===== config.mk =====
export PLATFORM = sky130hd
export DESIGN_NAME = sts_ctrl
export DESIGN_NICKNAME = d
export VERILOG_FILES = /design/src/hw/rtl/sts_pkg.sv /design/src/hw/rtl/sts_ctrl.sv
export SDC_FILE = /design/constraint.sdc
export NUM_CORES = 1
export LEC_CHECK = 0
export BUFFER_PORTS_ARGS = -buffer_cell sky130_fd_sc_hd__clkbuf_2
export CAP_MARGIN = 20
export CORE_AREA = 3 3 40 42
export CTS_CLUSTER_DIAMETER = 40
export DETAILED_ROUTE_END_ITERATION = 12
export DIE_AREA = 0 0 43 45
export PLACE_DENSITY = 0.6
export SKIP_LAST_GASP = 1
export SLEW_MARGIN = 0
export SYNTH_ARGS = -nofsm -noshare
export SYNTH_HDL_FRONTEND = slang
export SYNTH_SLANG_ARGS = --single-unit

===== constraint.sdc =====
create_clock -name clk_i -period 1.6 [get_ports clk_i]
set_input_delay 0.24 -clock clk_i [delete_from_list [all_inputs] [get_ports clk_i]]
set_output_delay 0.24 -clock clk_i [all_outputs]
set_load 0.02 [all_outputs]

===== src/hw/rtl/sts_pkg.sv =====
// Shared types, codes and sizes of the sorted table search block.
package sts_pkg;

  localparam int unsigned TableDepth = 256;
  localparam int unsigned IdxW       = 8;
  localparam int unsigned CountW     = 9;
  localparam int unsigned DataW      = 32;

  // Function codes carried by an input item.
  typedef enum logic [2:0] {
    FUNC_WRITE = 3'd0,
    FUNC_EXACT = 3'd1,
    FUNC_FIRST = 3'd2,
    FUNC_LAST  = 3'd3,
    FUNC_COUNT = 3'd4
  } func_e;

  // How one search pass narrows after a match.
  typedef enum logic [1:0] {
    SRCH_EXACT,
    SRCH_FIRST,
    SRCH_LAST
  } search_e;

  // Commands from the controller to the datapath.
  typedef struct packed {
    logic    write;
    logic    init;
    search_e kind;
    logic    read;
    logic    update;
    logic    save_first;
    logic    load_out;
    logic    out_count;
  } sts_cmd_t;

  // Status from the datapath to the controller.
  typedef struct packed {
    logic busy;
  } sts_stat_t;

endpackage


===== src/hw/rtl/sts_ctrl.sv =====
// Controller: sequences writes, search passes and result delivery.
module sts_ctrl
  import sts_pkg::*;
(
  input  logic       clk_i,
  input  logic       rst_ni,
  input  logic       in_valid_i,
  input  logic [2:0] in_func_i,
  output logic       in_ready_o,
  input  logic       out_ready_i,
  output logic       out_valid_o,
  input  sts_stat_t  stat_i,
  output sts_cmd_t   cmd_o
);

  typedef enum logic [1:0] {
    ST_IDLE,
    ST_PROBE,
    ST_CMP,
    ST_FINISH
  } state_e;

  state_e     state_q, state_d;
  logic [2:0] mode_q;
  logic       pass2_q, pass2_d;
  logic       out_valid_q, out_valid_d;
  logic       in_take;

  assign in_ready_o  = (state_q == ST_IDLE);
  assign in_take     = in_valid_i && in_ready_o;
  assign out_valid_o = out_valid_q;

  always_comb begin
    cmd_o       = '0;
    cmd_o.kind  = SRCH_EXACT;
    state_d     = state_q;
    pass2_d     = pass2_q;
    out_valid_d = out_valid_q && !out_ready_i;
    case (state_q)
      ST_IDLE: begin
        if (in_take) begin
          case (in_func_i)
            FUNC_WRITE: cmd_o.write = 1'b1;
            FUNC_EXACT, FUNC_FIRST, FUNC_LAST, FUNC_COUNT: begin
              cmd_o.init = 1'b1;
              pass2_d    = 1'b0;
              state_d    = ST_PROBE;
              case (in_func_i)
                FUNC_FIRST, FUNC_COUNT: cmd_o.kind = SRCH_FIRST;
                FUNC_LAST:              cmd_o.kind = SRCH_LAST;
                default:                cmd_o.kind = SRCH_EXACT;
              endcase
            end
            default: ;
          endcase
        end
      end
      ST_PROBE: begin
        if (stat_i.busy) begin
          cmd_o.read = 1'b1;
          state_d    = ST_CMP;
        end else if ((mode_q == FUNC_COUNT) && !pass2_q) begin
          // First pass done: keep its answer, restart for the last match.
          cmd_o.save_first = 1'b1;
          cmd_o.init       = 1'b1;
          cmd_o.kind       = SRCH_LAST;
          pass2_d          = 1'b1;
        end else begin
          state_d = ST_FINISH;
        end
      end
      ST_CMP: begin
        cmd_o.update = 1'b1;
        state_d      = ST_PROBE;
      end
      ST_FINISH: begin
        if (!out_valid_q || out_ready_i) begin
          cmd_o.load_out  = 1'b1;
          cmd_o.out_count = (mode_q == FUNC_COUNT);
          out_valid_d     = 1'b1;
          state_d         = ST_IDLE;
        end
      end
      default: state_d = ST_IDLE;
    endcase
  end

  always_ff @(posedge clk_i or negedge rst_ni) begin
    if (!rst_ni) begin
      state_q     <= ST_IDLE;
      mode_q      <= '0;
      pass2_q     <= 1'b0;
      out_valid_q <= 1'b0;
    end else begin
      state_q     <= state_d;
      pass2_q     <= pass2_d;
      out_valid_q <= out_valid_d;
      if (in_take) begin
        mode_q <= in_func_i;
      end
    end
  end

endmodule


==> flow_summary_export.csv, run 1 <==
group,metric,value,unit
status,status,"complete, but fails checks",
status,violations,"negative setup slack",
final_layout,fin_util,54.7,%
final_layout,nNetsFinal,79,
clocking,cts_tree,"built",
global_route,grt_pass1_wl,1610,um
power_and_ir_drop,seq_power_share,29.2,%
drt,dr_total_vias,395,
synth,ys_ff_latch,7,
drt,viasPerCell,4.65,
setup_path,cp-startpoint,"state_q[1]$_DFFE_PN0P_",
power_and_ir_drop,power_switching,416,uW
place,gp_congestion,0.644,
clocking,clock_path_buffers,2,
synth,yosysWarnings,0,
timing,max-slew-margin-rel,80.8,%
synth,synthFlopType,"dfrtp_1",
setup_path,r2r_slack,-30,ps
global_route,grt_overflow,0,
floorplanning,die_h,45,um
global_route,grt_pass1_vias,383,
floorplanning,die_width,43,um
floorplanning,io_pins,19,
clocking,cts_num_sinks,7,
global_route,use_met2,17.7,%
synth,syn_area,419,um^2
synth,synth_top_cells_by_area,"dfrtp_1 42%, mux2_2 11%, nor4_4 5.1%",
timing,final.period_utilization,112,%
global_route,antenna_found_initial,0,
place,hpwl,761,um
drt,wire_per_inst,11.0,um
setup_path,path_class,"flip-flop to output pin",
setup_path,cp-start-kind,"flip-flop",
timing,worst-slew-pin-transition,286,ps
flow_run,maxCapViolations,0,
power_and_ir_drop,p_int,700,uW
timing,fmax,557,MHz
drt,drtIter0Drc,2,
power_and_ir_drop,p_per_area,1590,nW/um^2
power_and_ir_drop,peakVddDrop,1.01,mV
timing,clock_skew,1.94,ps
synth,async_reset_ff_share,100,%
place,port_buffers,18,
drt,drc,0,
global_route,grt_use_total,11.3,%
setup_path,cp-end-kind,"output pin",
clocking,cts_buffers,3,
final_layout,fillers,113,
timing,slew_viol_final,0,
min_path,worstHoldStart,"in_valid_i",
power_and_ir_drop,p_clk_share,13.7,%
synth,synthCells,39,
setup_path,path_max_fanout,5,
timing,hold_viol_final,0,
global_route,globalRouteMet1Util,14.3,%
power_and_ir_drop,swShare,37.2,%
drt,first_pass_iters,4,
synth,synth.distinct_cells,25,
min_path,worst_hold_path_type,"input pin to flip-flop",
synth,synth_edf_count,0,
floorplanning,num_rows,13,
global_route,use_met3,1.20,%
final_layout,final_area,703,um^2
final_layout,syn_to_final_growth,67.8,%
place,placed_cell_area,591,um^2
power_and_ir_drop,combPwrFrac,57.1,%
timing,fin_ws,-196,ps
clocking,root_buffer,"clkbuf_4",
clocking,clock_latency,240,ps
floorplanning,initial_utilization,32.6,%
timing,grt_setup_unrepaired,"yes",
synth,yosysTopAreaCell,"dfrtp_1",
floorplanning,dieArea,1940,um^2
clocking,clkTransAtPathRegs,50,ps
final_layout,antennaDiodeCount,0,
setup_path,r2r_start,"state_q[1]$_DFFE_PN0P_",
setup_path,required,1360,ps
synth,synth.avg_cell_area,10.7,um^2
timing,setup_viol_count_final,9,
drt,drt-total-wl,938,um
clocking,htreeDepth,1,
floorplanning,fp.coreArea,1280,um^2
synth,ys_seq_area_share,41.8,%
power_and_ir_drop,leakagePower,0.000335,uW
synth,synth_top_area_share,41.8,%
global_route,busiest_layer,"met2",
drt,ant_nets,0,
timing,min_period,1800,ps
final_layout,final_layout_size_suffix_gt1_share,62.9,%
setup_path,worst_ep_arrival_time,1560,ps
synth,syn_nets,47,
place,pre_cts_slack,-119,ps
global_route,grt_max_degree,8,
## placed cells by master (no fill, tap or decap), drive strengths merged, types with 2 or more instances in the layout
cell    netlist  layout
buf           1      14
clkbuf        0      17
dfrtp         7       7
mux2          4       4
nand2         3       3
nor2          2       2
nor2b         2       2
nor4          2       2
o21bai        2       2
or3b          2       2
## what timing repair did
item	in CTS	in global routing
resized for setup	9	7
hold endpoints to repair	7	0
setup buffers	2	2
endpoints found under the setup margin	6	10
hold buffers	1	0
pin swaps	3	3
## cells in the mapped netlist, types with 2 or more instances
master / number
dfrtp_1: 7
mux2_2: 4
nand2_1: 3
nor2_1: 2
nor2b_1: 2
o21bai_1: 2
## through the flow
stage | power [uW] | setup TNS [ps] | std cells | hold WS [ps]
after global routing | 1210 | -1730 | 85 | 338
final | 1120 | -964 | 85 | 318
after floorplan | 702 | -291 | 39 | -55.6
after detailed placement | 873 | -316 | 76 | 87.2
after CTS | 1090 | -1170 | 83 | 310
after global placement | 865 | -229 | 76 | 85.9
## worst max-delay path: stages (launching register included)
cell and delay [ps]:
dfrtp_1 400, buf_4 140, or3b_4 430, nor4_2 160
buf_4 180
## power by group through the flow
stage	Combinational, uW	Sequential [uW]	Clock [uW]
5_1_grt	694	342	170
4_1_cts	593	331	163
3_3_place_gp	538	327	0
6_report	638	326	153
2_1_floorplan	361	341	0
3_5_place_dp	541	332	0
## flip-flops by register name, indices dropped and copies added, names as in the netlist
name and flops:
mode_q 3, out_valid_o 1, pass2_q 1, state_q 2
## cell type report
class | count | area (um^2) | share of cell area [%]
Timing Repair Buffer | 28 | 209 | 29.7
Sequential cell | 7 | 175 | 24.9
Inverter | 1 | 3.75 | 0.534
Clock buffer | 4 | 26.3 | 3.74
Tap cell | 15 | 18.8 | 2.67
Multi-Input combinational cell | 30 | 270 | 38.4
## per-layer routing
layer | up-vias | part of all wire, %
li1 | 205 | -
met1 | 178 | 45
met2 | 12 | 48
met3 | 0 | 6.9
met4 | 0 | 0
met5 | - | 0
## kinds of logic (layout without fill, tap and decap cells)
logic type	Yosys count	in the layout	share of synthesized area, %
compound gates	7	7	11.6
xor+xnor	1	1	2.09
buf+inv	2	33	3.58
flops	7	7	41.8
mux	4	4	10.7
simple gates	18	18	30.2
## final timing paths
check / cells past startpoint / to
max: 4 / cmd_o[8]
min: 3 / state_q[0]$_DFFE_PN0P_
max reg2reg: 5 / pass2_q$_DFFE_PN0P_
min reg2reg: 1 / mode_q[2]$_DFFE_PN0N_
max in group asynchronous: 2 / mode_q[0]$_DFFE_PN0N_
min in group asynchronous: 2 / pass2_q$_DFFE_PN0P_
(Power assumes the default switching activity.)
==> inputs of run 2 (changes only) <==
- ABC_AREA: not set -> 1
==> run 2 against run 1 <==
  * Sequential share of layout area increased by 3.3 points
  * Area after synthesis increased by 0.30%
  * The run now ends clean
  * Worst setup slack improved by 210 ps
  * First-iteration DRC count increased to 3.0 times the previous value
==> flow_summary_export.csv, run 2 <==
group,metric,value,unit
status,status,"completed",
timing,slew_viol_final,0,
synth,syn_area,420,um^2
floorplanning,io_pins,19,
final_layout,multiInputGateArea,223,um^2
synth,yosysTopAreaCell,"dfrtp_1",
synth,ys_ff_latch,7,
synth,synth_top_cells_by_area,"dfrtp_1 42%, nand2_1 8.9%, inv_1 8.0%",
global_route,grt_use_total,10.7,%
clocking,clkTransAtPathRegs,50,ps
flow_run,maxCapViolations,0,
timing,clock_skew,0.824,ps
global_route,antenna_found_initial,0,
synth,yosysWarnings,0,
synth,async_reset_ff_share,100,%
final_layout,layout_common_cells,"16 x clkbuf_2, 10 x nand2_1, 9 x inv_1",
global_route,grt_max_degree,10,
final_layout,syn_to_final_growth,49.7,%
global_route,grt_pass1_wl,1520,um
final_layout,largest-register,"mode_q",
timing,setup_viol_count_final,0,
synth,synthCells,56,
drt,first_pass_iters,2,
synth,synth_top_area_share,41.7,%
floorplanning,num_rows,13,
place,port_buffers,18,
power_and_ir_drop,leakagePower,0.000333,uW
place,placed_cell_area,529,um^2
clocking,root_buffer,"clkbuf_4",
synth,synth_edf_count,0,
setup_path,cp-end-kind,"output pin",
clocking,clock_path_buffers,2,
timing,max-slew-margin-rel,87.9,%
synth,syn_nets,64,
setup_path,worst_ep_arrival_time,1350,ps
synth,synth.avg_cell_area,7.51,um^2
setup_path,cp-start-kind,"flip-flop",
setup_path,path_max_fanout,6,
timing,setup_tns,0,ps
timing,grt_setup_unrepaired,"yes",
clocking,clock_latency,250,ps
min_path,worst_hold_path_type,"input pin to flip-flop",
final_layout,fillers,124,
floorplanning,initial_utilization,32.7,%
synth,synthFlopType,"dfrtp_1",
timing,fmax,629,MHz
clocking,cts_num_sinks,7,
timing,final.period_utilization,99.4,%
final_layout,antennaDiodeCount,0,
final_layout,final_area,629,um^2
timing,min_period,1590,ps
final_layout,largestRegisters,"mode_q: 3 flops, state_q: 2 flops",
final_layout,nNetsFinal,93,
floorplanning,fp.coreArea,1280,um^2
final_layout,regArea,178,um^2
power_and_ir_drop,peakVddDrop,0.688,mV
setup_path,required,1360,ps
clocking,cts_buffers,3,
final_layout,fin_util,49.0,%
drt,drtIter0Drc,6,
floorplanning,die_h,45,um
final_layout,final_common_cell,"clkbuf_2",
drt,drt-total-wl,983,um
drt,dr_total_vias,451,
place,hpwl,733,um
synth,ys_seq_area_share,41.7,%
power_and_ir_drop,finalPower,1100,uW
synth,synth_commonest_cells,"10 x nand2_1, 9 x inv_1, 8 x nor2_1",
power_and_ir_drop,p_per_area,1750,nW/um^2
synth,synth.most_common_cell,"nand2_1",
place,gp_congestion,0.768,
drt,viasPerCell,4.56,
drt,ant_nets,0,
floorplanning,die_width,43,um
global_route,grt_overflow,0,
floorplanning,dieArea,1940,um^2
timing,worst-slew-pin-transition,182,ps
final_layout,largest_reg_flops,3,
setup_path,path_class,"flip-flop to output pin",
synth,synth.distinct_cells,17,
clocking,cts_tree,"built",
global_route,grt_pass1_vias,415,
final_layout,final_layout_size_suffix_gt1_share,42.9,%
timing,hold_viol_final,0,
drt,wire_per_inst,9.93,um
drt,drc,0,
timing,whs,264,ps
clocking,htreeDepth,1,
## run 2: cell count changes after synthesis, sizes merged, moves of 3 or more
cell | before | now
o21ai | 1 | 5
nor2 | 2 | 11
inv | 1 | 9
nand3 | 0 | 3
nand2 | 3 | 11
mux2 | 4 | 0
## run 2: critical path, cell delays in order (launching register included)
cell	delay, ps
dfrtp_2	450
nor2_4	180
buf_6	120
nand4_1	100
o21ai_1	100
buf_4	160
## run 2: final cells by class
cell class | instances | area share (%)
multi-input combinational | 40 | 35.4
sequential | 7 | 28.2
timing repair buffer | 24 | 23.9
inverter | 9 | 5.37
clock buffer | 4 | 4.17
tap | 15 | 2.98
## run 2: path summary, 6_finish.rpt
check | startpoint | end | slack, ps | cells after the start
max in group asynchronous | rst_ni | state_q[1]$_DFFE_PN0P_ | 1060 | 2
min in group asynchronous | rst_ni | mode_q[2]$_DFFE_PN0N_ | 360 | 2
min | stat_i | state_q[0]$_DFFE_PN0P_ | 260 | 3
min reg2reg | mode_q[1]$_DFFE_PN0N_ | mode_q[1]$_DFFE_PN0N_ | 500 | 2
max reg2reg | state_q[0]$_DFFE_PN0P_ | mode_q[2]$_DFFE_PN0N_ | 390 | 6
max | state_q[0]$_DFFE_PN0P_ | cmd_o[6] | 10 | 5
## run 2: power breakdown
group | total [uW] | switching (uW) | internal (uW)
clock network | 164 | 68.1 | 95.4
logic | 594 | 335 | 259
registers | 345 | 80.6 | 264
total | 1100 | 484 | 618
## run 2: per-stage QoR
step                      std cells  worst slack, ps
final                            99             9.97
after global placement           89              205
after global routing             99            -34.0
after detailed placement         89              183
after floorplan                  56             98.2
after CTS                        96             10.8
## run 2: per-layer routing
layer  up-vias  GRT usage (%)  share of wire [%]
met5         -              0                  0
met3         2           3.98                7.8
met1       196           12.1                 45
li1        237              -                  -
met4         0           5.42                1.5
met2        16           17.7                 45
## run 2: timing repair
item / in CTS / in global routing
gates resized for setup: 2 / 10
hold endpoints to repair: 7 / 0
endpoints found under the setup margin: 1 / 3
hold buffers: 1 / 0
pin swaps: 1 / 3
setup buffers: 2 / 3
## run 2: kinds of logic after synthesis
logic type	after synthesis	share of synthesized area [%]
buf+inv	9	8.04
flops	7	41.7
simple gates	29	36.0
compound gates	11	14.3
